### config.mk
export PLATFORM = sky130hd
export DESIGN_NAME = pxe_dhcp_request_classifier_top
export DESIGN_NICKNAME = d
export VERILOG_FILES = /design/src/rtl/pxedc_pkg.sv /design/src/rtl/pxe_dhcp_request_classifier_top.sv /design/src/rtl/pxedc_opt_walker.sv
export VERILOG_INCLUDE_DIRS = /design/src /design/src/rtl
export SDC_FILE = /design/constraint.sdc
export NUM_CORES = 1
export LEC_CHECK = 0
export BUFFER_PORTS_ARGS = -buffer_cell sky130_fd_sc_hd__clkbuf_2
export CORE_AREA = 2 2 161 163
export DETAILED_ROUTE_END_ITERATION = 10
export DIE_AREA = 0 0 163 165
export GPL_TIMING_DRIVEN = 0
export HOLD_SLACK_MARGIN = 0.06
export MAX_ROUTING_LAYER = met4
export PLACE_DENSITY = 0.82
export SLEW_MARGIN = 20
export SYNTH_ARGS = -nofsm -noshare
export SYNTH_HDL_FRONTEND = slang
export SYNTH_SLANG_ARGS = --single-unit
### constraint.sdc
create_clock -name aclk -period 9.2 [get_ports aclk]
set_input_delay 2.76 -clock aclk [delete_from_list [all_inputs] [get_ports aclk]]
set_output_delay 2.76 -clock aclk [all_outputs]
set_load 0.01 [all_outputs]
### src/rtl/pxe_dhcp_request_classifier_top_macros.svh
// Assertion helpers used by the top-level RTL file.
`ifndef PXE_DHCP_REQUEST_CLASSIFIER_TOP_MACROS_SVH
`define PXE_DHCP_REQUEST_CLASSIFIER_TOP_MACROS_SVH

// Check a property on every rising edge once reset is released.
`define PXEDC_ASSERT(label, clk, rst_n, prop, msg) \
    label: assert property (@(posedge clk) disable iff (!(rst_n)) (prop)) else $error(msg);

// Check that a condition implies a property in the next cycle.
`define PXEDC_ASSERT_NEXT(label, clk, rst_n, cond, prop, msg) \
    label: assert property (@(posedge clk) disable iff (!(rst_n)) (cond) |=> (prop)) \
        else $error(msg);

`endif

### src/rtl/pxedc_pkg.sv
`timescale 1ns / 1ps

package pxedc_pkg;

    localparam int unsigned HDR_LEN = 240;
    localparam logic [31:0] MAGIC_COOKIE = 32'h6382_5363;

    typedef enum logic [2:0] {
        STATUS_OK        = 3'd0,
        STATUS_TOO_SHORT = 3'd1,
        STATUS_NOT_REQ   = 3'd2,
        STATUS_BAD_COOKIE = 3'd3,
        STATUS_NOT_PXE   = 3'd4,
        STATUS_BAD_TYPE  = 3'd5
    } status_t;

    localparam logic [7:0] MSG_DISCOVER = 8'd1;
    localparam logic [7:0] MSG_REQUEST  = 8'd3;
    localparam logic [2:0] REPLY_NONE   = 3'd0;
    localparam logic [2:0] REPLY_OFFER  = 3'd2;
    localparam logic [2:0] REPLY_ACK    = 3'd5;

    // Control into the option walker.
    typedef struct packed {
        logic       byte_en;
        logic       clear;
        logic [7:0] data;
    } walk_ctrl_t;

    // Verdict inputs from the option walker, including the current word.
    typedef struct packed {
        logic [7:0] msg_type;
        logic       pxe_seen;
    } walk_stat_t;

endpackage

### src/rtl/pxe_dhcp_request_classifier_top.sv
`timescale 1ns / 1ps
// The verdict is registered: m_valid is set by the same edge that takes the last word.
// Throughput: one word per cycle, set by the single-pass option walker and header
// capture that see each word once.
// A last word stalls only while the previous verdict waits in the result register.
// Reset: aresetn is synchronous and active low; it clears all parsing state and
// the result valid flag, and the state returns to reset after every verdict.

`include "pxe_dhcp_request_classifier_top_macros.svh"

module pxe_dhcp_request_classifier_top #(
    parameter int unsigned MAX_PACKET_BYTES = 2048
) (
    input  logic        aclk,
    input  logic        aresetn,
    input  logic        s_valid,
    output logic        s_ready,
    input  logic [7:0]  s_data_byte,
    input  logic        s_last,
    output logic        m_valid,
    input  logic        m_ready,
    output logic        m_respond,
    output logic [2:0]  m_status,
    output logic [2:0]  m_reply_msg_type,
    output logic [31:0] m_transaction_id,
    output logic [15:0] m_bootp_flags,
    output logic [7:0]  m_hw_type,
    output logic [7:0]  m_hw_len,
    output logic [31:0] m_relay_addr,
    output logic [47:0] m_client_hw_addr
);

    localparam int unsigned CW = $clog2(MAX_PACKET_BYTES + 1);
    localparam logic [CW-1:0] CNT_MAX = CW'(MAX_PACKET_BYTES);
    localparam logic [CW-1:0] HDR_END = CW'(pxedc_pkg::HDR_LEN);

    logic accept, accept_last;
    logic [CW-1:0] count_reg, count_next;
    logic op_ok_reg, op_ok_next;
    logic cookie_ok_reg, cookie_ok_next;
    logic [31:0] xid_reg, xid_next;
    logic [15:0] flags_reg, flags_next;
    logic [7:0]  htype_reg, htype_next;
    logic [7:0]  hlen_reg, hlen_next;
    logic [31:0] giaddr_reg, giaddr_next;
    logic [47:0] chaddr_reg, chaddr_next;
    logic hdr_en;

    pxedc_pkg::walk_ctrl_t walk_ctrl;
    pxedc_pkg::walk_stat_t walk_stat;
    pxedc_pkg::status_t    status_next;

    logic        m_valid_reg, m_valid_next;
    logic        respond_reg;
    logic [2:0]  status_reg;
    logic [2:0]  reply_reg;
    logic [31:0] xid_out_reg;
    logic [15:0] flags_out_reg;
    logic [7:0]  htype_out_reg;
    logic [7:0]  hlen_out_reg;
    logic [31:0] giaddr_out_reg;
    logic [47:0] chaddr_out_reg;

    // Only a last word needs a free result slot.
    assign s_ready     = !m_valid_reg || m_ready || !s_last;
    assign accept      = s_valid && s_ready;
    assign accept_last = accept && s_last;
    assign hdr_en      = accept && (count_reg < HDR_END);

    assign count_next = (accept && count_reg < CNT_MAX) ? count_reg + CW'(1) : count_reg;

    always_comb begin
        op_ok_next     = op_ok_reg;
        cookie_ok_next = cookie_ok_reg;
        xid_next       = xid_reg;
        flags_next     = flags_reg;
        htype_next     = htype_reg;
        hlen_next      = hlen_reg;
        giaddr_next    = giaddr_reg;
        chaddr_next    = chaddr_reg;
        if (hdr_en) begin
            case (count_reg)
                CW'(0):   op_ok_next = (s_data_byte == 8'd1);
                CW'(1):   htype_next = s_data_byte;
                CW'(2):   hlen_next  = s_data_byte;
                CW'(4):   xid_next[31:24] = s_data_byte;
                CW'(5):   xid_next[23:16] = s_data_byte;
                CW'(6):   xid_next[15:8]  = s_data_byte;
                CW'(7):   xid_next[7:0]   = s_data_byte;
                CW'(10):  flags_next[15:8] = s_data_byte;
                CW'(11):  flags_next[7:0]  = s_data_byte;
                CW'(24):  giaddr_next[31:24] = s_data_byte;
                CW'(25):  giaddr_next[23:16] = s_data_byte;
                CW'(26):  giaddr_next[15:8]  = s_data_byte;
                CW'(27):  giaddr_next[7:0]   = s_data_byte;
                CW'(28):  chaddr_next[47:40] = s_data_byte;
                CW'(29):  chaddr_next[39:32] = s_data_byte;
                CW'(30):  chaddr_next[31:24] = s_data_byte;
                CW'(31):  chaddr_next[23:16] = s_data_byte;
                CW'(32):  chaddr_next[15:8]  = s_data_byte;
                CW'(33):  chaddr_next[7:0]   = s_data_byte;
                CW'(236): cookie_ok_next = (s_data_byte == pxedc_pkg::MAGIC_COOKIE[31:24]);
                CW'(237): cookie_ok_next = cookie_ok_reg &&
                                           (s_data_byte == pxedc_pkg::MAGIC_COOKIE[23:16]);
                CW'(238): cookie_ok_next = cookie_ok_reg &&
                                           (s_data_byte == pxedc_pkg::MAGIC_COOKIE[15:8]);
                CW'(239): cookie_ok_next = cookie_ok_reg &&
                                           (s_data_byte == pxedc_pkg::MAGIC_COOKIE[7:0]);
                default: begin
                end
            endcase
        end
    end

    assign walk_ctrl.byte_en = accept && !(count_reg < HDR_END);
    assign walk_ctrl.clear   = accept_last;
    assign walk_ctrl.data    = s_data_byte;

    pxedc_opt_walker u_walker (
        .aclk    (aclk),
        .aresetn (aresetn),
        .ctrl    (walk_ctrl),
        .stat    (walk_stat)
    );

    // First failing check wins.
    always_comb begin
        if (count_next < HDR_END) begin
            status_next = pxedc_pkg::STATUS_TOO_SHORT;
        end else if (!op_ok_next) begin
            status_next = pxedc_pkg::STATUS_NOT_REQ;
        end else if (!cookie_ok_next) begin
            status_next = pxedc_pkg::STATUS_BAD_COOKIE;
        end else if (!walk_stat.pxe_seen) begin
            status_next = pxedc_pkg::STATUS_NOT_PXE;
        end else if (walk_stat.msg_type != pxedc_pkg::MSG_DISCOVER &&
                     walk_stat.msg_type != pxedc_pkg::MSG_REQUEST) begin
            status_next = pxedc_pkg::STATUS_BAD_TYPE;
        end else begin
            status_next = pxedc_pkg::STATUS_OK;
        end
    end

    assign m_valid_next = accept_last ? 1'b1 : (m_ready ? 1'b0 : m_valid_reg);

    always_ff @(posedge aclk) begin
        if (!aresetn || accept_last) begin
            count_reg     <= '0;
            op_ok_reg     <= 1'b0;
            cookie_ok_reg <= 1'b0;
            xid_reg       <= '0;
            flags_reg     <= '0;
            htype_reg     <= '0;
            hlen_reg      <= '0;
            giaddr_reg    <= '0;
            chaddr_reg    <= '0;
        end else begin
            count_reg     <= count_next;
            op_ok_reg     <= op_ok_next;
            cookie_ok_reg <= cookie_ok_next;
            xid_reg       <= xid_next;
            flags_reg     <= flags_next;
            htype_reg     <= htype_next;
            hlen_reg      <= hlen_next;
            giaddr_reg    <= giaddr_next;
            chaddr_reg    <= chaddr_next;
        end
    end

    always_ff @(posedge aclk) begin
        if (!aresetn) begin
            m_valid_reg <= 1'b0;
        end else begin
            m_valid_reg <= m_valid_next;
        end
    end

    always_ff @(posedge aclk) begin
        if (accept_last) begin
            respond_reg    <= (status_next == pxedc_pkg::STATUS_OK);
            status_reg     <= status_next;
            if (status_next != pxedc_pkg::STATUS_OK) begin
                reply_reg <= pxedc_pkg::REPLY_NONE;
            end else if (walk_stat.msg_type == pxedc_pkg::MSG_DISCOVER) begin
                reply_reg <= pxedc_pkg::REPLY_OFFER;
            end else begin
                reply_reg <= pxedc_pkg::REPLY_ACK;
            end
            xid_out_reg    <= xid_next;
            flags_out_reg  <= flags_next;
            htype_out_reg  <= htype_next;
            hlen_out_reg   <= hlen_next;
            giaddr_out_reg <= giaddr_next;
            chaddr_out_reg <= chaddr_next;
        end
    end

    assign m_valid          = m_valid_reg;
    assign m_respond        = respond_reg;
    assign m_status         = status_reg;
    assign m_reply_msg_type = reply_reg;
    assign m_transaction_id = xid_out_reg;
    assign m_bootp_flags    = flags_out_reg;
    assign m_hw_type        = htype_out_reg;
    assign m_hw_len         = hlen_out_reg;
    assign m_relay_addr     = giaddr_out_reg;
    assign m_client_hw_addr = chaddr_out_reg;

    `PXEDC_ASSERT_NEXT(a_last_gives_verdict, aclk, aresetn, accept_last, m_valid_reg, "last word accepted but no verdict")
    `PXEDC_ASSERT_NEXT(a_last_clears_count, aclk, aresetn, accept_last, count_reg == '0, "byte count not cleared after verdict")
    `PXEDC_ASSERT(a_respond_matches_status, aclk, aresetn, !m_valid_reg || (respond_reg == (status_reg == pxedc_pkg::STATUS_OK)), "respond disagrees with status")
    `PXEDC_ASSERT(a_reply_type_legal, aclk, aresetn, !m_valid_reg || (respond_reg ? (reply_reg == pxedc_pkg::REPLY_OFFER || reply_reg == pxedc_pkg::REPLY_ACK) : (reply_reg == pxedc_pkg::REPLY_NONE)), "reply type inconsistent with respond")

endmodule

### src/rtl/pxedc_opt_walker.sv
`timescale 1ns / 1ps

module pxedc_opt_walker (
    input  logic                 aclk,
    input  logic                 aresetn,
    input  pxedc_pkg::walk_ctrl_t ctrl,
    output pxedc_pkg::walk_stat_t stat
);

    typedef enum logic [1:0] {
        PH_CODE = 2'd0,
        PH_LEN  = 2'd1,
        PH_VAL  = 2'd2,
        PH_DONE = 2'd3
    } phase_t;

    localparam logic [7:0] OPT_PAD      = 8'd0;
    localparam logic [7:0] OPT_END      = 8'd255;
    localparam logic [7:0] OPT_MSG_TYPE = 8'd53;
    localparam logic [7:0] OPT_VENDOR   = 8'd60;
    localparam logic [3:0] TAG_LEN      = 4'd9;

    function automatic logic [7:0] to_lower(input logic [7:0] c);
        return (c >= 8'h41 && c <= 8'h5A) ? c + 8'd32 : c;
    endfunction

    // Lower-case "pxeclient".
    function automatic logic [7:0] tag_char(input logic [3:0] idx);
        logic [7:0] ch;
        case (idx)
            4'd0:    ch = 8'h70;
            4'd1:    ch = 8'h78;
            4'd2:    ch = 8'h65;
            4'd3:    ch = 8'h63;
            4'd4:    ch = 8'h6C;
            4'd5:    ch = 8'h69;
            4'd6:    ch = 8'h65;
            4'd7:    ch = 8'h6E;
            4'd8:    ch = 8'h74;
            default: ch = 8'h00;
        endcase
        return ch;
    endfunction

    phase_t     phase_reg, phase_next;
    logic [7:0] code_reg, code_next;
    logic [7:0] remaining_reg, remaining_next;
    logic [7:0] pending_reg, pending_next;
    logic [7:0] msg_type_reg, msg_type_next;
    logic [3:0] progress_reg, progress_next;
    logic       matching_reg, matching_next;
    logic       pxe_seen_reg, pxe_seen_next;

    always_comb begin
        phase_next     = phase_reg;
        code_next      = code_reg;
        remaining_next = remaining_reg;
        pending_next   = pending_reg;
        msg_type_next  = msg_type_reg;
        progress_next  = progress_reg;
        matching_next  = matching_reg;
        pxe_seen_next  = pxe_seen_reg;
        if (ctrl.byte_en) begin
            case (phase_reg)
                PH_CODE: begin
                    if (ctrl.data == OPT_END) begin
                        phase_next = PH_DONE;
                    end else if (ctrl.data != OPT_PAD) begin
                        code_next  = ctrl.data;
                        phase_next = PH_LEN;
                    end
                end
                PH_LEN: begin
                    remaining_next = ctrl.data;
                    progress_next  = 4'd0;
                    matching_next  = 1'b1;
                    pending_next   = 8'd0;
                    // An empty option completes with no effect.
                    phase_next = (ctrl.data == 8'd0) ? PH_CODE : PH_VAL;
                end
                PH_VAL: begin
                    if (progress_reg == 4'd0) begin
                        pending_next = ctrl.data;
                    end
                    if (progress_reg < TAG_LEN) begin
                        if (to_lower(ctrl.data) != tag_char(progress_reg)) begin
                            matching_next = 1'b0;
                        end
                        progress_next = progress_reg + 4'd1;
                    end
                    remaining_next = remaining_reg - 8'd1;
                    if (remaining_next == 8'd0) begin
                        phase_next = PH_CODE;
                        if (code_reg == OPT_MSG_TYPE && progress_next != 4'd0) begin
                            msg_type_next = pending_next;
                        end else if (code_reg == OPT_VENDOR && matching_next &&
                                     progress_next >= TAG_LEN) begin
                            pxe_seen_next = 1'b1;
                        end
                    end
                end
                default: begin
                    // Hold after the end option.
                end
            endcase
        end
    end

    assign stat.msg_type = msg_type_next;
    assign stat.pxe_seen = pxe_seen_next;

    always_ff @(posedge aclk) begin
        if (!aresetn || ctrl.clear) begin
            phase_reg     <= PH_CODE;
            code_reg      <= 8'd0;
            remaining_reg <= 8'd0;
            pending_reg   <= 8'd0;
            msg_type_reg  <= 8'd0;
            progress_reg  <= 4'd0;
            matching_reg  <= 1'b1;
            pxe_seen_reg  <= 1'b0;
        end else begin
            phase_reg     <= phase_next;
            code_reg      <= code_next;
            remaining_reg <= remaining_next;
            pending_reg   <= pending_next;
            msg_type_reg  <= msg_type_next;
            progress_reg  <= progress_next;
            matching_reg  <= matching_next;
            pxe_seen_reg  <= pxe_seen_next;
        end
    end

endmodule

# Word-level counts from Yosys, hierarchy flattened
# Memory sizes are Yosys's and may differ from the RTL's. A register that Yosys moved wholly into a read port is not among the register bits.
# Index checks and enable logic that the tools add are counted.
totals:
  romBits: 112
  latch_bits: 0
  output_inout_bits: 153
  input_bits: 13
  memories: 1
  ramBits: 0
  register_bits: 350
classes:
  eq_ne: 37
  shifts: 0
  div: 0
  n_addsub: 4
  muxes: 69
  order_cmp: 7
  n_mul: 0
  n_bitwise: 1
  n_reduce_logical: 35
mem_list:
  columns: ["memory", "depth", "word_bits", "rd", "rd_ports_with_merged_regs", "write_ports", "line_no", "rtl"]
  rows:
  - ["(no name shown)", 16, 7, 1, 1, 0, "pxedc_opt_walker.sv:30", "case (idx)"]
op_table:
  columns: ["cell", "n"]
  rows:
  - ["8-bit 2-to-1 mux", 29]
  - ["12-bit by 5-bit == test with 1-bit output, second input constant", 8]
  - ["32-bit 2-to-1 mux", 2]
  - ["12-bit by 3-bit == test with 1-bit output, second input constant", 4]
  - ["12-bit by 8-bit == test with 1-bit output, second input constant", 4]
  - ["48-bit 2-to-1 mux", 1]
  - ["8-bit one-hot mux with 2 select lines", 2]
  - ["12-bit by 4-bit == test with 1-bit output, second input constant", 2]
  - ["12-bit by 6-bit == test with 1-bit output, second input constant", 2]
  - ["12-bit by 8-bit less-than comparator with 1-bit output, second input constant", 2]
  - ["4-bit 2-to-1 mux", 5]
  - ["3-bit 2-to-1 mux", 6]
  - ["8-bit by 1-bit == test with 1-bit output, second input constant", 2]
  - ["8-bit by 6-bit == test with 1-bit output, second input constant", 2]
  - ["8-bit by 7-bit == test with 1-bit output, second input constant", 2]
  - ["8-bit == test, second input constant", 2]
  - ["8-bit zero test", 2]
  - ["16-bit 2-to-1 mux", 1]
  - ["1-bit 2-to-1 mux", 14]
  - ["1-bit logical AND", 13]
  - ["12-bit by 1-bit adder with 12-bit output, second input constant", 1]
  - ["12-bit by 1-bit == test with 1-bit output, second input constant", 1]
  - ["12-bit by 2-bit == test with 1-bit output, second input constant", 1]
  - ["12-bit zero test", 1]
  - ["33 further kinds", 44]

# Depth between registers and ports, before layout
# Gate-level depths: netlist (run 1).
logic_depth:
  word_depth: 23
  ltp_mapped: 11

# Hierarchy
# A second synthesis (run 1) with hierarchy kept.
unflattened:
  cells_unflattened: 1121
  area_unflattened_um2: 14066.0
modules_own_cells:
  columns: ["module", "instances", "cells_per_inst", "area_each_um2"]
  rows:
  - ["pxe_dhcp_request_classifier_top", 1, 800, 11443.5]
  - ["pxedc_opt_walker", 1, 321, 2622.5]

# Worst setup path after synthesis (run 1)
# OpenSTA, ideal clock, no wires.
synth_path:
  path_kind: "input to register"
  start: "in m_ready"
  end: "reg with a tool-made name"
  path_stages: 10
  path_slack_ns: 1.003
  arrival_ns: 8.110
  n_path_buf: 1
  path_cell_list: "and3b_1 > inv_2 > and3_1 > nor2_1 > clkbuf_1 > nand2b_1 > inv_1 > ha_1 > and2_1 > o31ai_1"
synth_rtl:
  columns: ["item", "line_no", "rtl"]
  rows:
  - ["start, declared", "pxe_dhcp_request_classifier_top.sv:21", "input logic m_ready,"]

# Worst setup path after layout (run 1)
layout_path:
  start: "in m_ready"
  end: "out s_ready"
layout_via:
  elab_chain_len: 2
layout_rtl:
  columns: ["item", "line_no", "rtl"]
  rows:
  - ["1-bit logical OR (2 in a row)", "pxe_dhcp_request_classifier_top.sv:65", "assign s_ready = !m_valid_reg || m_ready || !s_last;"]
  - ["end, declared", "pxe_dhcp_request_classifier_top.sv:17", "output logic s_ready,"]
# No other way between the ends.

==> run_summary.xml, run 1 <==
<?xml version="1.0" encoding="UTF-8"?>
<metrics>
  <group name="outcome">
    <metric name="outcome" unit="">complete, no violations</metric>
  </group>
  <group name="pwr">
    <metric name="power_frac_clock" unit="">0.452</metric>
    <metric name="cell_internal_pwr" unit="mW">2.58</metric>
    <metric name="power_per_cell_area" unit="mW/mm2">199</metric>
    <metric name="total_power" unit="mW">3.29</metric>
    <metric name="comb_power_share" unit="">0.041</metric>
    <metric name="irDropWorstVdd" unit="uV">188</metric>
    <metric name="power_switching" unit="mW">0.713</metric>
    <metric name="sw_frac_of_total" unit="">0.217</metric>
    <metric name="p_leak" unit="nW">6.73</metric>
    <metric name="sequentialPowerShare" unit="">0.508</metric>
  </group>
  <group name="setup_path">
    <metric name="start_kind" unit="">input pin</metric>
    <metric name="cp_num_buf_inv" unit="">3</metric>
    <metric name="max_stage_delay" unit="ns">0.35</metric>
    <metric name="worst_path_fanout_max" unit="">9</metric>
    <metric name="cpMaxStageDelayCell" unit="">and3b_1</metric>
    <metric name="path_delay_family" unit="">buffers and inverters</metric>
    <metric name="crit_arrival" unit="ns">3.52</metric>
    <metric name="critical_path_required" unit="ns">6.44</metric>
    <metric name="worstSetupPathType" unit="">input pin to output pin</metric>
    <metric name="critPathCaptureType" unit="">output pin</metric>
    <metric name="critical_path.most_common_cell" unit="">clkbuf_2</metric>
    <metric name="crit_path_cell_trace" unit="">clkbuf_2, and3b_1, inv_2, clkbuf_2</metric>
  </group>
  <group name="clocking">
    <metric name="clock_sink_count" unit="">355</metric>
    <metric name="master_cell_of_the_clock_root_buffer" unit="">clkbuf_16</metric>
    <metric name="clock_tree_from_tritoncts" unit="">yes</metric>
    <metric name="cts.htree.levels" unit="">2</metric>
    <metric name="clkLatencyLatePin" unit="ns">0.53</metric>
    <metric name="setup_buffers_after_cts" unit="">0</metric>
    <metric name="cts_max_path_buffers" unit="">3</metric>
    <metric name="hold_fix_buffers_cts" unit="">0</metric>
    <metric name="post_cts_resized" unit="">0</metric>
    <metric name="path_clk_slew" unit="ns">0.06</metric>
    <metric name="cts_inserted_buffers" unit="">37</metric>
  </group>
  <group name="global_routing">
    <metric name="grt_antenna_before_repair" unit="">0</metric>
    <metric name="gr_ovfl_total" unit="">0</metric>
    <metric name="grt_start_max_net_pins" unit="">54</metric>
    <metric name="via_count_of_the_first_global_routing_pass" unit="">8958</metric>
    <metric name="grt_pass1_wl" unit="mm">48.6</metric>
    <metric name="grt_use_total" unit="">0.243</metric>
  </group>
  <group name="routing">
    <metric name="wire_per_inst" unit="um">19.3</metric>
    <metric name="wl_met3" unit="mm">2.36</metric>
    <metric name="drtAntennaViolNets" unit="">0</metric>
    <metric name="first_pass_iters" unit="">7</metric>
    <metric name="post-route-drc-count" unit="">0</metric>
    <metric name="routedLengthMet1" unit="mm">13.5</metric>
    <metric name="routed_wl" unit="mm">32.1</metric>
    <metric name="drt_iter0_markers" unit="">751</metric>
    <metric name="route.detailed.vias_per_inst" unit="">5.48</metric>
    <metric name="highest_layer" unit="">met4</metric>
    <metric name="wl_met2" unit="mm">15.4</metric>
    <metric name="route.vias.total" unit="">9131</metric>
  </group>
  <group name="finish">
    <metric name="fin_util" unit="">0.659</metric>
    <metric name="syn_to_final_growth" unit="%">18.1</metric>
    <metric name="stdcell_count" unit="">1665</metric>
    <metric name="drive_gt1_frac" unit="">0.301</metric>
    <metric name="antenna-diode-count" unit="">0</metric>
    <metric name="finalNetCount" unit="">1339</metric>
    <metric name="design_area" unit="mm2">0.0165</metric>
  </group>
  <group name="floorplanning">
    <metric name="fp.dieH" unit="um">165</metric>
    <metric name="core.rowCount" unit="">58</metric>
    <metric name="floorplan.io_pins" unit="">166</metric>
    <metric name="core" unit="mm2">0.0250</metric>
    <metric name="floorplan.die_area" unit="mm2">0.0269</metric>
    <metric name="die_w" unit="um">163</metric>
    <metric name="initial_core_util" unit="">0.558</metric>
  </group>
  <group name="place">
    <metric name="hpwlAfterDp" unit="mm">21.6</metric>
    <metric name="place_congestion" unit="">0.905</metric>
    <metric name="detailed_place.area" unit="mm2">0.0153</metric>
    <metric name="placement.setup.worst_slack" unit="ns">2.94</metric>
    <metric name="port-buffer-count" unit="">161</metric>
    <metric name="dp.cells" unit="">1598</metric>
  </group>
  <group name="synth">
    <metric name="ys_seq_elements" unit="">355</metric>
    <metric name="synth_seq_area_share" unit="">0.616</metric>
    <metric name="netlist_instances" unit="">1104</metric>
    <metric name="yosys.cell_types.count" unit="">67</metric>
    <metric name="syn_area" unit="mm2">0.0140</metric>
    <metric name="syn_area_per_cell" unit="um2">12.7</metric>
    <metric name="mappedNetlistNets" unit="">1136</metric>
    <metric name="synth_warnings" unit="">0</metric>
    <metric name="synthArstFlopShare" unit="">0</metric>
    <metric name="synth_enable_flop_cells" unit="">150</metric>
    <metric name="dominantRegCellSynth" unit="">dfxtp_1</metric>
  </group>
  <group name="timing">
    <metric name="fin_hold_ws" unit="ns">0.452</metric>
    <metric name="fin_setup_tns" unit="ns">0</metric>
    <metric name="finalSetupViolCount" unit="">0</metric>
    <metric name="max_clock_freq" unit="MHz">159</metric>
    <metric name="hold_violations_final" unit="">0</metric>
    <metric name="period_minus_slack" unit="ns">6.28</metric>
    <metric name="final_min_period_over_clock_period" unit="">0.683</metric>
    <metric name="final_critical_path_setup_slack" unit="ns">2.92</metric>
    <metric name="max_slew.worst_pin.slew" unit="ns">0.936</metric>
    <metric name="slew_viol_final" unit="">0</metric>
    <metric name="clock_tree_skew_after_final_layout" unit="ns">0.0117</metric>
    <metric name="timing.max_slew.rel_slack" unit="">0.375</metric>
    <metric name="grt_setup_unrepaired" unit="">false</metric>
  </group>
  <group name="flow_run">
    <metric name="maxCapViolations" unit="">0</metric>
  </group>
  <group name="min_path">
    <metric name="worstHoldPathType" unit="">register to register</metric>
  </group>
</metrics>
==> per-layer routing <==
metal	vias up	GRT usage
li1	4301	-
met1	4463	0.305
met2	308	0.392
met3	59	0.0555
met4	0	0.0772
met5	-	-
==> cells by family (layout without fill, tap and decap cells) <==
family,count (synthesis),in the layout,share of synthesized area
AO/OA/AOI/OAI,85,85,0.0420
XOR/XNOR,17,17,0.0107
adder cells (fa/ha/maj),19,19,0.0170
buffers and inverters,95,326,0.0272
flip-flops,355,355,0.616
multiplexers,168,168,0.135
AND/OR/NAND/NOR,365,365,0.152
==> power groups by stage <==
stage,clock network (mW),registers (mW),logic [mW]
6_report,1.49,1.67,0.134
5_1_grt,1.57,1.67,0.144
4_1_cts,1.50,1.67,0.134
3_5_place_dp,0,1.70,0.134
3_3_place_gp,0,1.71,0.126
2_1_floorplan,0,1.72,0.0561
==> Yosys cell counts, drive strengths merged (4+ instances only) <==
cell type,instances,area (um2)
inv,24,90.1
a22oi,13,97.6
and4,4,35.0
mux2,153,1720
nor2,60,225
nand2b,11,68.8
nor3,12,60.1
xor2,6,52.6
nand3b,6,45.0
o31ai,6,45.0
o21ai,13,65.1
ha,19,238
buf,14,76.3
and2,152,951
a211oi,6,45.0
or3,6,37.5
dfxtp,205,4100
xnor2,11,96.3
nand3,16,80.1
and3,6,37.5
mux2i,15,163
clkbuf,57,214
o21a,4,30.0
nor4,17,143
a21oi,23,119
nand4,12,109
nand2,44,165
edfxtp,150,4500
==> path summary, 6_finish.rpt <==
kind                   startpoint              endpoint  slack (ns)  cells after the start
min          u_walker.code_reg[2]  u_walker.code_reg[2]        0.45                      2
max                       m_ready               s_ready        2.92                      4
max reg2reg          count_reg[1]           m_status[2]        5.76                      7
min reg2reg  u_walker.code_reg[2]  u_walker.code_reg[2]        0.45                      2
==> cells in the final DEF (no fill, tap or decap), types with 3 or more instances in the layout <==
cell	count
nand3b_1	6
o21ai_0	13
nor3_1	12
clkbuf_2	161
nor2b_1	3
o31ai_1	6
dfxtp_1	205
clkinv_2	7
nand4_2	3
and2_1	151
nand2_1	44
nand2b_1	11
xor2_1	6
edfxtp_1	150
and4_1	4
xnor2_1	11
o21a_1	4
nor4_1	14
nand3_1	16
and3_1	5
or3_1	6
mux2i_1	14
a22oi_1	13
clkbuf_1	64
mux2_2	153
clkbuf_8	7
inv_1	23
nand4_1	8
buf_2	10
clkbuf_16	38
nor2_1	60
ha_1	19
a211oi_1	6
a21oi_1	22
==> worst reg2reg max path, delay by kind of cell (launching register included) <==
family	cells	cell delay, ns
AO/OA/AOI/OAI	2	1.07
AND/OR/NAND/NOR	4	1.37
adder cells (fa/ha/maj)	1	0.32
flip-flops	1	0.43
==> layout make-up <==
class | count | area, um2
Clock buffer | 52 | 1070
Fill cell | 1846 | 8540
Buffer | 71 | 290
Clock inverter | 15 | 155
Tap cell | 330 | 413
Multi-Input combinational cell | 654 | 4990
Inverter | 24 | 90.1
Timing Repair Buffer | 164 | 881
Sequential cell | 355 | 8610
Note: power is estimated with default switching activity, not from simulation.
==> run 2: changes to the inputs <==
ABC_AREA = 1   (was unset)
CORE_AREA = 2 2 164 166   (was 2 2 161 163)
DIE_AREA = 0 0 166 168   (was 0 0 163 165)
PLACE_DENSITY = 0.81   (was 0.82)
clock period = 6 ns   (was 9.2 ns; I/O delays follow)
==> run 2 against run 1 <==
  * Clock skew is essentially flat
  * Synthesized cell count up 43%
  * Register-to-register slack got worse by 2.8 ns
  * Final cell count grew 29%
  * Global-route usage up 0.83 points
  * Wire length increased by 7.5%
  * Via count up 24%
  * Critical path depth grew 9
  * Worst setup slack lost 0.99 ns
  * First-iteration DRC count increased by 40%
  * Design area increased by 2.5%
==> run_summary.xml, run 2 <==
<?xml version="1.0" encoding="UTF-8"?>
<metrics>
  <group name="outcome">
    <metric name="outcome" unit="">complete, no violations</metric>
  </group>
  <group name="finish">
    <metric name="fin_util" unit="">0.642</metric>
    <metric name="final_common_cell" unit="">inv_1</metric>
    <metric name="layout_filler_cell_count" unit="">2093</metric>
    <metric name="antenna-diode-count" unit="">0</metric>
    <metric name="area.sequential" unit="mm2">0.00861</metric>
    <metric name="multi_input_comb_area" unit="mm2">0.00449</metric>
    <metric name="drive_gt1_frac" unit="">0.165</metric>
    <metric name="finalNetCount" unit="">1808</metric>
    <metric name="final_cell_mix" unit="">inv_1, dfxtp_1, nor2_1</metric>
    <metric name="syn_to_final_growth" unit="%">16.6</metric>
  </group>
  <group name="place">
    <metric name="hpwlAfterDp" unit="mm">23.7</metric>
    <metric name="place_congestion" unit="">0.920</metric>
    <metric name="port-buffer-count" unit="">162</metric>
  </group>
  <group name="routing">
    <metric name="routed_wl" unit="mm">34.5</metric>
    <metric name="wire_per_inst" unit="um">16.1</metric>
    <metric name="first_pass_iters" unit="">8</metric>
    <metric name="drt_iter0_markers" unit="">1055</metric>
    <metric name="post-route-drc-count" unit="">0</metric>
    <metric name="route.detailed.vias_per_inst" unit="">5.30</metric>
    <metric name="route.vias.total" unit="">11400</metric>
    <metric name="drtAntennaViolNets" unit="">0</metric>
  </group>
  <group name="clocking">
    <metric name="clock_sink_count" unit="">355</metric>
    <metric name="clkLatencyLatePin" unit="ns">0.52</metric>
    <metric name="setup_buffers_after_cts" unit="">0</metric>
    <metric name="clock_tree_from_tritoncts" unit="">yes</metric>
    <metric name="cts_max_path_buffers" unit="">3</metric>
    <metric name="post_cts_resized" unit="">0</metric>
    <metric name="cts_inserted_buffers" unit="">36</metric>
    <metric name="cts.htree.levels" unit="">2</metric>
    <metric name="hold_fix_buffers_cts" unit="">0</metric>
    <metric name="master_cell_of_the_clock_root_buffer" unit="">clkbuf_16</metric>
    <metric name="path_clk_slew" unit="ns">0.06</metric>
  </group>
  <group name="setup_path">
    <metric name="max_stage_delay" unit="ns">0.42</metric>
    <metric name="critical_path_required" unit="ns">6.41</metric>
    <metric name="worst_path_fanout_max" unit="">10</metric>
    <metric name="crit_arrival" unit="ns">4.49</metric>
    <metric name="crit_path_cell_trace" unit="">clkbuf_2, nand3b_1, nand2_2, inv_1, nand2_1, nand2_1, buf_2, clkbuf_1, a21oi_1, inv_1, ha_1, o21ai_0, nor2_1</metric>
    <metric name="start_kind" unit="">input pin</metric>
    <metric name="worstSetupPathType" unit="">input pin to register</metric>
    <metric name="critPathCaptureType" unit="">register</metric>
    <metric name="cpMaxStageDelayCell" unit="">a21oi_1</metric>
  </group>
  <group name="timing">
    <metric name="grt_setup_unrepaired" unit="">false</metric>
    <metric name="hold_violations_final" unit="">0</metric>
    <metric name="final_min_period_over_clock_period" unit="">0.679</metric>
    <metric name="slew_viol_final" unit="">0</metric>
    <metric name="max_clock_freq" unit="MHz">245</metric>
    <metric name="finalSetupViolCount" unit="">0</metric>
    <metric name="max_slew.worst_pin.slew" unit="ns">0.822</metric>
    <metric name="fin_hold_ws" unit="ns">0.463</metric>
    <metric name="timing.max_slew.rel_slack" unit="">0.452</metric>
    <metric name="clock_tree_skew_after_final_layout" unit="ns">0.0114</metric>
    <metric name="period_minus_slack" unit="ns">4.07</metric>
  </group>
  <group name="floorplanning">
    <metric name="core.rowCount" unit="">60</metric>
    <metric name="floorplan.die_area" unit="mm2">0.0279</metric>
    <metric name="fp.dieH" unit="um">168</metric>
    <metric name="initial_core_util" unit="">0.550</metric>
    <metric name="die_w" unit="um">166</metric>
    <metric name="floorplan.io_pins" unit="">166</metric>
    <metric name="core" unit="mm2">0.0264</metric>
  </group>
  <group name="synth">
    <metric name="yosys.area_share.xor_xnor" unit="">0.00483</metric>
    <metric name="post_synth_and_or_nand_nor_area_fraction" unit="">0.157</metric>
    <metric name="yosys.cell_types.count" unit="">51</metric>
    <metric name="synth_seq_area_share" unit="">0.593</metric>
    <metric name="mappedNetlistNets" unit="">1607</metric>
    <metric name="netlist_instances" unit="">1575</metric>
    <metric name="yosys.area.top_type_share" unit="">0.311</metric>
    <metric name="synth_top_family_by_area" unit="">simple AND/OR/NAND/NOR gates</metric>
    <metric name="synthAdderAreaFrac" unit="">0.0164</metric>
    <metric name="synthArstFlopShare" unit="">0</metric>
    <metric name="synth_compound_area_frac" unit="">0.131</metric>
    <metric name="ys_seq_elements" unit="">355</metric>
    <metric name="syn_area" unit="mm2">0.0145</metric>
    <metric name="netlist_top_cells_area" unit="">edfxtp_1, dfxtp_1, inv_1</metric>
    <metric name="ys_top_cells_by_count" unit="">inv_1, dfxtp_1, nor2_1, nand2_1, edfxtp_1</metric>
    <metric name="dominantRegCellSynth" unit="">dfxtp_1</metric>
    <metric name="synth.mux.area_fraction" unit="">0</metric>
    <metric name="synth_top_area_cell" unit="">edfxtp_1</metric>
    <metric name="syn_area_per_cell" unit="um2">9.21</metric>
    <metric name="post-synth-top-count-cell" unit="">inv_1</metric>
    <metric name="synth_warnings" unit="">0</metric>
    <metric name="synth_enable_flop_cells" unit="">150</metric>
  </group>
  <group name="pwr">
    <metric name="cell_internal_pwr" unit="mW">3.85</metric>
    <metric name="power_per_cell_area" unit="mW/mm2">292</metric>
    <metric name="power_switching" unit="mW">1.08</metric>
    <metric name="p_leak" unit="nW">7.65</metric>
    <metric name="irDropWorstVdd" unit="uV">282</metric>
    <metric name="power_frac_clock" unit="">0.433</metric>
    <metric name="sw_frac_of_total" unit="">0.220</metric>
    <metric name="sequentialPowerShare" unit="">0.521</metric>
    <metric name="comb_power_share" unit="">0.046</metric>
  </group>
  <group name="global_routing">
    <metric name="gr_ovfl_total" unit="">0</metric>
    <metric name="grt_antenna_before_repair" unit="">0</metric>
    <metric name="grt_pass1_wl" unit="mm">54.7</metric>
    <metric name="grt_use_total" unit="">0.251</metric>
    <metric name="via_count_of_the_first_global_routing_pass" unit="">10800</metric>
    <metric name="grt_start_max_net_pins" unit="">113</metric>
  </group>
  <group name="min_path">
    <metric name="worstHoldPathType" unit="">register to register</metric>
  </group>
  <group name="flow_run">
    <metric name="maxCapViolations" unit="">0</metric>
  </group>
</metrics>
==> run 2: critical path, delay by kind of cell <==
| kind | cells | cell delay [ns] |
|---|---|---|
| buffers and inverters | 5 | 0.97 |
| and+or+nand+nor | 5 | 0.80 |
| AOI/OAI and AO/OA | 2 | 0.58 |
| adders and majority gates | 1 | 0.31 |
==> run 2: cell type report <==
type                            count  share of cell area
Inverter                          286              0.0639
Clock buffer                       57              0.0640
Sequential cell                   355               0.509
Tap cell                          341              0.0252
Timing Repair Buffer              163              0.0496
Buffer                             78              0.0195
Clock inverter                      8             0.00274
Multi-Input combinational cell    856               0.266
==> run 2: cells by family after synthesis <==
kind of cell,Yosys count
AO/OA/AOI/OAI,320
adder cells (fa/ha/maj),19
buffers and inverters,364
XOR/XNOR,8
flip-flops,355
AND/OR/NAND/NOR,509
==> run 2: stage by stage <==
stage	setup WS (ns)	total power, mW	cell area [um2]	cells	TNS (ns)
2_1_floorplan	0.258	2.75	14500	1575	0
6_report	1.93	4.93	16900	2144	0
4_1_cts	1.89	4.96	16900	2144	0
3_3_place_gp	-1.17	2.85	15700	2078	-171.51
3_5_place_dp	1.37	2.85	15800	2079	0
5_1_grt	1.74	5.07	16900	2144	0
==> run 2: final timing paths <==
check	startpoint	end	slack (ns)	cells after the start
worst max-delay path	m_ready	register	1.93	13
worst min-delay path	u_walker.pxe_seen_reg	u_walker.pxe_seen_reg	0.46	2
worst max register to register	m_valid	register	3.01	12
worst min register to register	u_walker.pxe_seen_reg	u_walker.pxe_seen_reg	0.46	2
==> run 2: power groups by stage <==
stage               clock network, mW  logic (mW)  registers, mW
global route                     2.25       0.245           2.57
CTS                              2.16       0.226           2.57
detailed placement                  0       0.225           2.62
floorplan                           0       0.104           2.64
global placement                    0       0.218           2.63
finish                           2.14       0.227           2.57
==> run 2: routing by layer <==
| layer | global-route usage | part of all wire |
|---|---|---|
| met4 | 0.0783 | 0.026 |
| met5 | - | 0 |
| met3 | 0.0440 | 0.069 |
| met1 | 0.330 | 0.43 |
| met2 | 0.400 | 0.47 |
==> run 3: changes to the inputs <==
CORE_AREA = 2 2 169 171   (was 2 2 164 166)
DIE_AREA = 0 0 171 173   (was 0 0 166 168)
PLACE_DENSITY = 0.8   (was 0.81)
clock period = 3.42 ns   (was 6 ns; I/O delays follow)
==> run 3 against run 2 <==
  * Core utilization shrank 2.6 points
  * Worst setup slack lost 1.8 ns
  * Clock skew grew 0.0046 ns
  * Global-route usage shrank 1.4 points
  * Critical path depth shrank 1
  * Final cell count grew 1.6%
  * Count of clock-buffer cells in the layout shrank 7
  * Total power grew 76%
  * First-iteration DRC count is the same
==> run_summary.xml, run 3 (synthesis gave the netlist of run 2 again) <==
<?xml version="1.0" encoding="UTF-8"?>
<metrics>
  <group name="global_routing">
    <metric name="via_count_of_the_first_global_routing_pass" unit="">10400</metric>
    <metric name="grt_start_max_net_pins" unit="">37</metric>
    <metric name="grt_pass1_wl" unit="mm">54.0</metric>
    <metric name="grt_antenna_before_repair" unit="">0</metric>
    <metric name="gr_ovfl_total" unit="">0</metric>
    <metric name="grt_use_total" unit="">0.237</metric>
  </group>
  <group name="floorplanning">
    <metric name="die_w" unit="um">171</metric>
    <metric name="fp.dieH" unit="um">173</metric>
    <metric name="core.rowCount" unit="">61</metric>
    <metric name="floorplan.io_pins" unit="">166</metric>
    <metric name="initial_core_util" unit="">0.525</metric>
    <metric name="core" unit="mm2">0.0276</metric>
    <metric name="floorplan.die_area" unit="mm2">0.0296</metric>
  </group>
  <group name="setup_path">
    <metric name="worstSetupPathType" unit="">input pin to register</metric>
    <metric name="critical_path.most_common_cell" unit="">nand2_2</metric>
    <metric name="cpMaxStageDelayCell" unit="">clkbuf_1</metric>
    <metric name="worst_path_fanout_max" unit="">10</metric>
    <metric name="critPathCaptureType" unit="">register</metric>
    <metric name="crit_path_cell_trace" unit="">clkbuf_2, nand3b_1, nand2_2, inv_2, nand2_2, nand2_1, buf_2, clkbuf_1, a21oi_1, ha_1, or2_0, a31oi_1</metric>
    <metric name="critical_path_required" unit="ns">3.85</metric>
    <metric name="max_stage_delay" unit="ns">0.68</metric>
    <metric name="start_kind" unit="">input pin</metric>
    <metric name="crit_arrival" unit="ns">3.69</metric>
  </group>
  <group name="timing">
    <metric name="final_min_period_over_clock_period" unit="">0.952</metric>
    <metric name="timing.max_slew.rel_slack" unit="">0.420</metric>
    <metric name="max_slew.worst_pin.slew" unit="ns">0.869</metric>
    <metric name="final_critical_path_setup_slack" unit="ns">0.165</metric>
    <metric name="slew_viol_final" unit="">0</metric>
    <metric name="grt_setup_unrepaired" unit="">false</metric>
    <metric name="clock_tree_skew_after_final_layout" unit="ns">0.0160</metric>
    <metric name="period_minus_slack" unit="ns">3.25</metric>
    <metric name="finalSetupViolCount" unit="">0</metric>
    <metric name="max_clock_freq" unit="MHz">307</metric>
    <metric name="hold_violations_final" unit="">0</metric>
  </group>
  <group name="place">
    <metric name="hpwlAfterDp" unit="mm">23.8</metric>
    <metric name="placement.setup.worst_slack" unit="ns">-0.315</metric>
    <metric name="place_congestion" unit="">0.893</metric>
    <metric name="detailed_place.area" unit="mm2">0.0159</metric>
    <metric name="port-buffer-count" unit="">162</metric>
  </group>
  <group name="routing">
    <metric name="drtAntennaViolNets" unit="">0</metric>
    <metric name="route.vias.total" unit="">11300</metric>
    <metric name="drt_iter0_markers" unit="">1055</metric>
    <metric name="first_pass_iters" unit="">5</metric>
    <metric name="route.detailed.vias_per_inst" unit="">5.17</metric>
    <metric name="routed_wl" unit="mm">34.7</metric>
    <metric name="post-route-drc-count" unit="">0</metric>
    <metric name="wire_per_inst" unit="um">15.9</metric>
  </group>
  <group name="flow_run">
    <metric name="maxCapViolations" unit="">0</metric>
  </group>
  <group name="pwr">
    <metric name="irDropWorstVdd" unit="uV">310</metric>
    <metric name="power_per_cell_area" unit="mW/mm2">510</metric>
    <metric name="p_leak" unit="nW">7.67</metric>
  </group>
  <group name="finish">
    <metric name="multi_input_comb_area" unit="mm2">0.00450</metric>
    <metric name="area.sequential" unit="mm2">0.00861</metric>
    <metric name="antenna-diode-count" unit="">0</metric>
    <metric name="drive_gt1_frac" unit="">0.169</metric>
    <metric name="syn_to_final_growth" unit="%">17.2</metric>
    <metric name="finalNetCount" unit="">1810</metric>
    <metric name="fin_util" unit="">0.615</metric>
    <metric name="final_cell_mix" unit="">inv_1, dfxtp_1, nor2_1</metric>
    <metric name="design_area" unit="mm2">0.0170</metric>
    <metric name="layout_filler_cell_count" unit="">2297</metric>
    <metric name="final_common_cell" unit="">inv_1</metric>
  </group>
  <group name="clocking">
    <metric name="path_clk_slew" unit="ns">0.06</metric>
    <metric name="cts_max_path_buffers" unit="">3</metric>
    <metric name="hold_fix_buffers_cts" unit="">0</metric>
    <metric name="clkLatencyLatePin" unit="ns">0.52</metric>
    <metric name="setup_buffers_after_cts" unit="">0</metric>
    <metric name="cts_inserted_buffers" unit="">35</metric>
    <metric name="master_cell_of_the_clock_root_buffer" unit="">clkbuf_16</metric>
    <metric name="post_cts_resized" unit="">0</metric>
    <metric name="clock_tree_from_tritoncts" unit="">yes</metric>
    <metric name="clock_sink_count" unit="">355</metric>
    <metric name="cts.htree.levels" unit="">2</metric>
  </group>
  <group name="min_path">
    <metric name="worstHoldPathType" unit="">register to register</metric>
  </group>
  <group name="outcome">
    <metric name="outcome" unit="">complete, no violations</metric>
  </group>
</metrics>
-- run 3: changes by cell type in the layout (fill, tap and decap cells not counted), sizes merged --
cell | before | now
bufinv | 0 | 2
clkinvlp | 0 | 1
buf | 27 | 30
clkbuf | 271 | 264
clkinv | 12 | 11
-- run 3: through the flow --
stage	power (mW)	TNS, ns	cells	hold slack [ns]
after CTS	8.70	0	2179	0.463
final	8.66	0	2179	0.459
after floorplan	4.82	-120.47	1575	0.436
after detailed placement	5.01	-4.16	2119	0.455
after global placement	5.00	-293.53	2115	0.445
after global routing	8.91	0	2179	0.489
-- run 3: worst max-delay path, delay by kind of cell --
family,cells,cell delay (ns)
buf+inv,4,1.21
simple gates,5,0.76
compound gates,2,0.41
fa+ha+maj,1,0.27
-- run 3: worst paths after layout --
| path | start | to | cells past startpoint | slack (ns) |
|---|---|---|---|---|
| setup / recovery | m_ready | register | 12 | 0.17 |
| hold / removal | u_walker.pxe_seen_reg | u_walker.pxe_seen_reg | 2 | 0.46 |
| hold reg to reg | u_walker.pxe_seen_reg | u_walker.pxe_seen_reg | 2 | 0.46 |
| setup reg to reg | m_valid | register | 11 | 0.45 |
-- run 3: final cells by class --
cell class                 instances  share of cell area
multi-input combinational        856               0.265
clock buffer                      50              0.0596
buffer                            78              0.0194
sequential                       355               0.507
timing repair buffer             166              0.0529
tap                              378              0.0278
clock inverter                    10             0.00589
inverter                         286              0.0634
-- run 3: routing by layer --
metal	up-vias	GRT usage	wire, um
met3	82	0.0405	2550
li1	5536	-	-
met1	5205	0.324	15400
met4	0	0.0759	1020
met5	-	-	0
met2	448	0.360	15700
-- run 3: where the power goes --
| group | total [mW] | switching [mW] | internal, mW | leakage, nW |
|---|---|---|---|---|
| Sequential | 4.51 | 0.0240 | 4.48 | 3.10 |
| Clock | 3.74 | 1.54 | 2.20 | 0.550 |
| Combinational | 0.413 | 0.308 | 0.105 | 4.02 |
| Total | 8.66 | 1.87 | 6.79 | 7.67 |
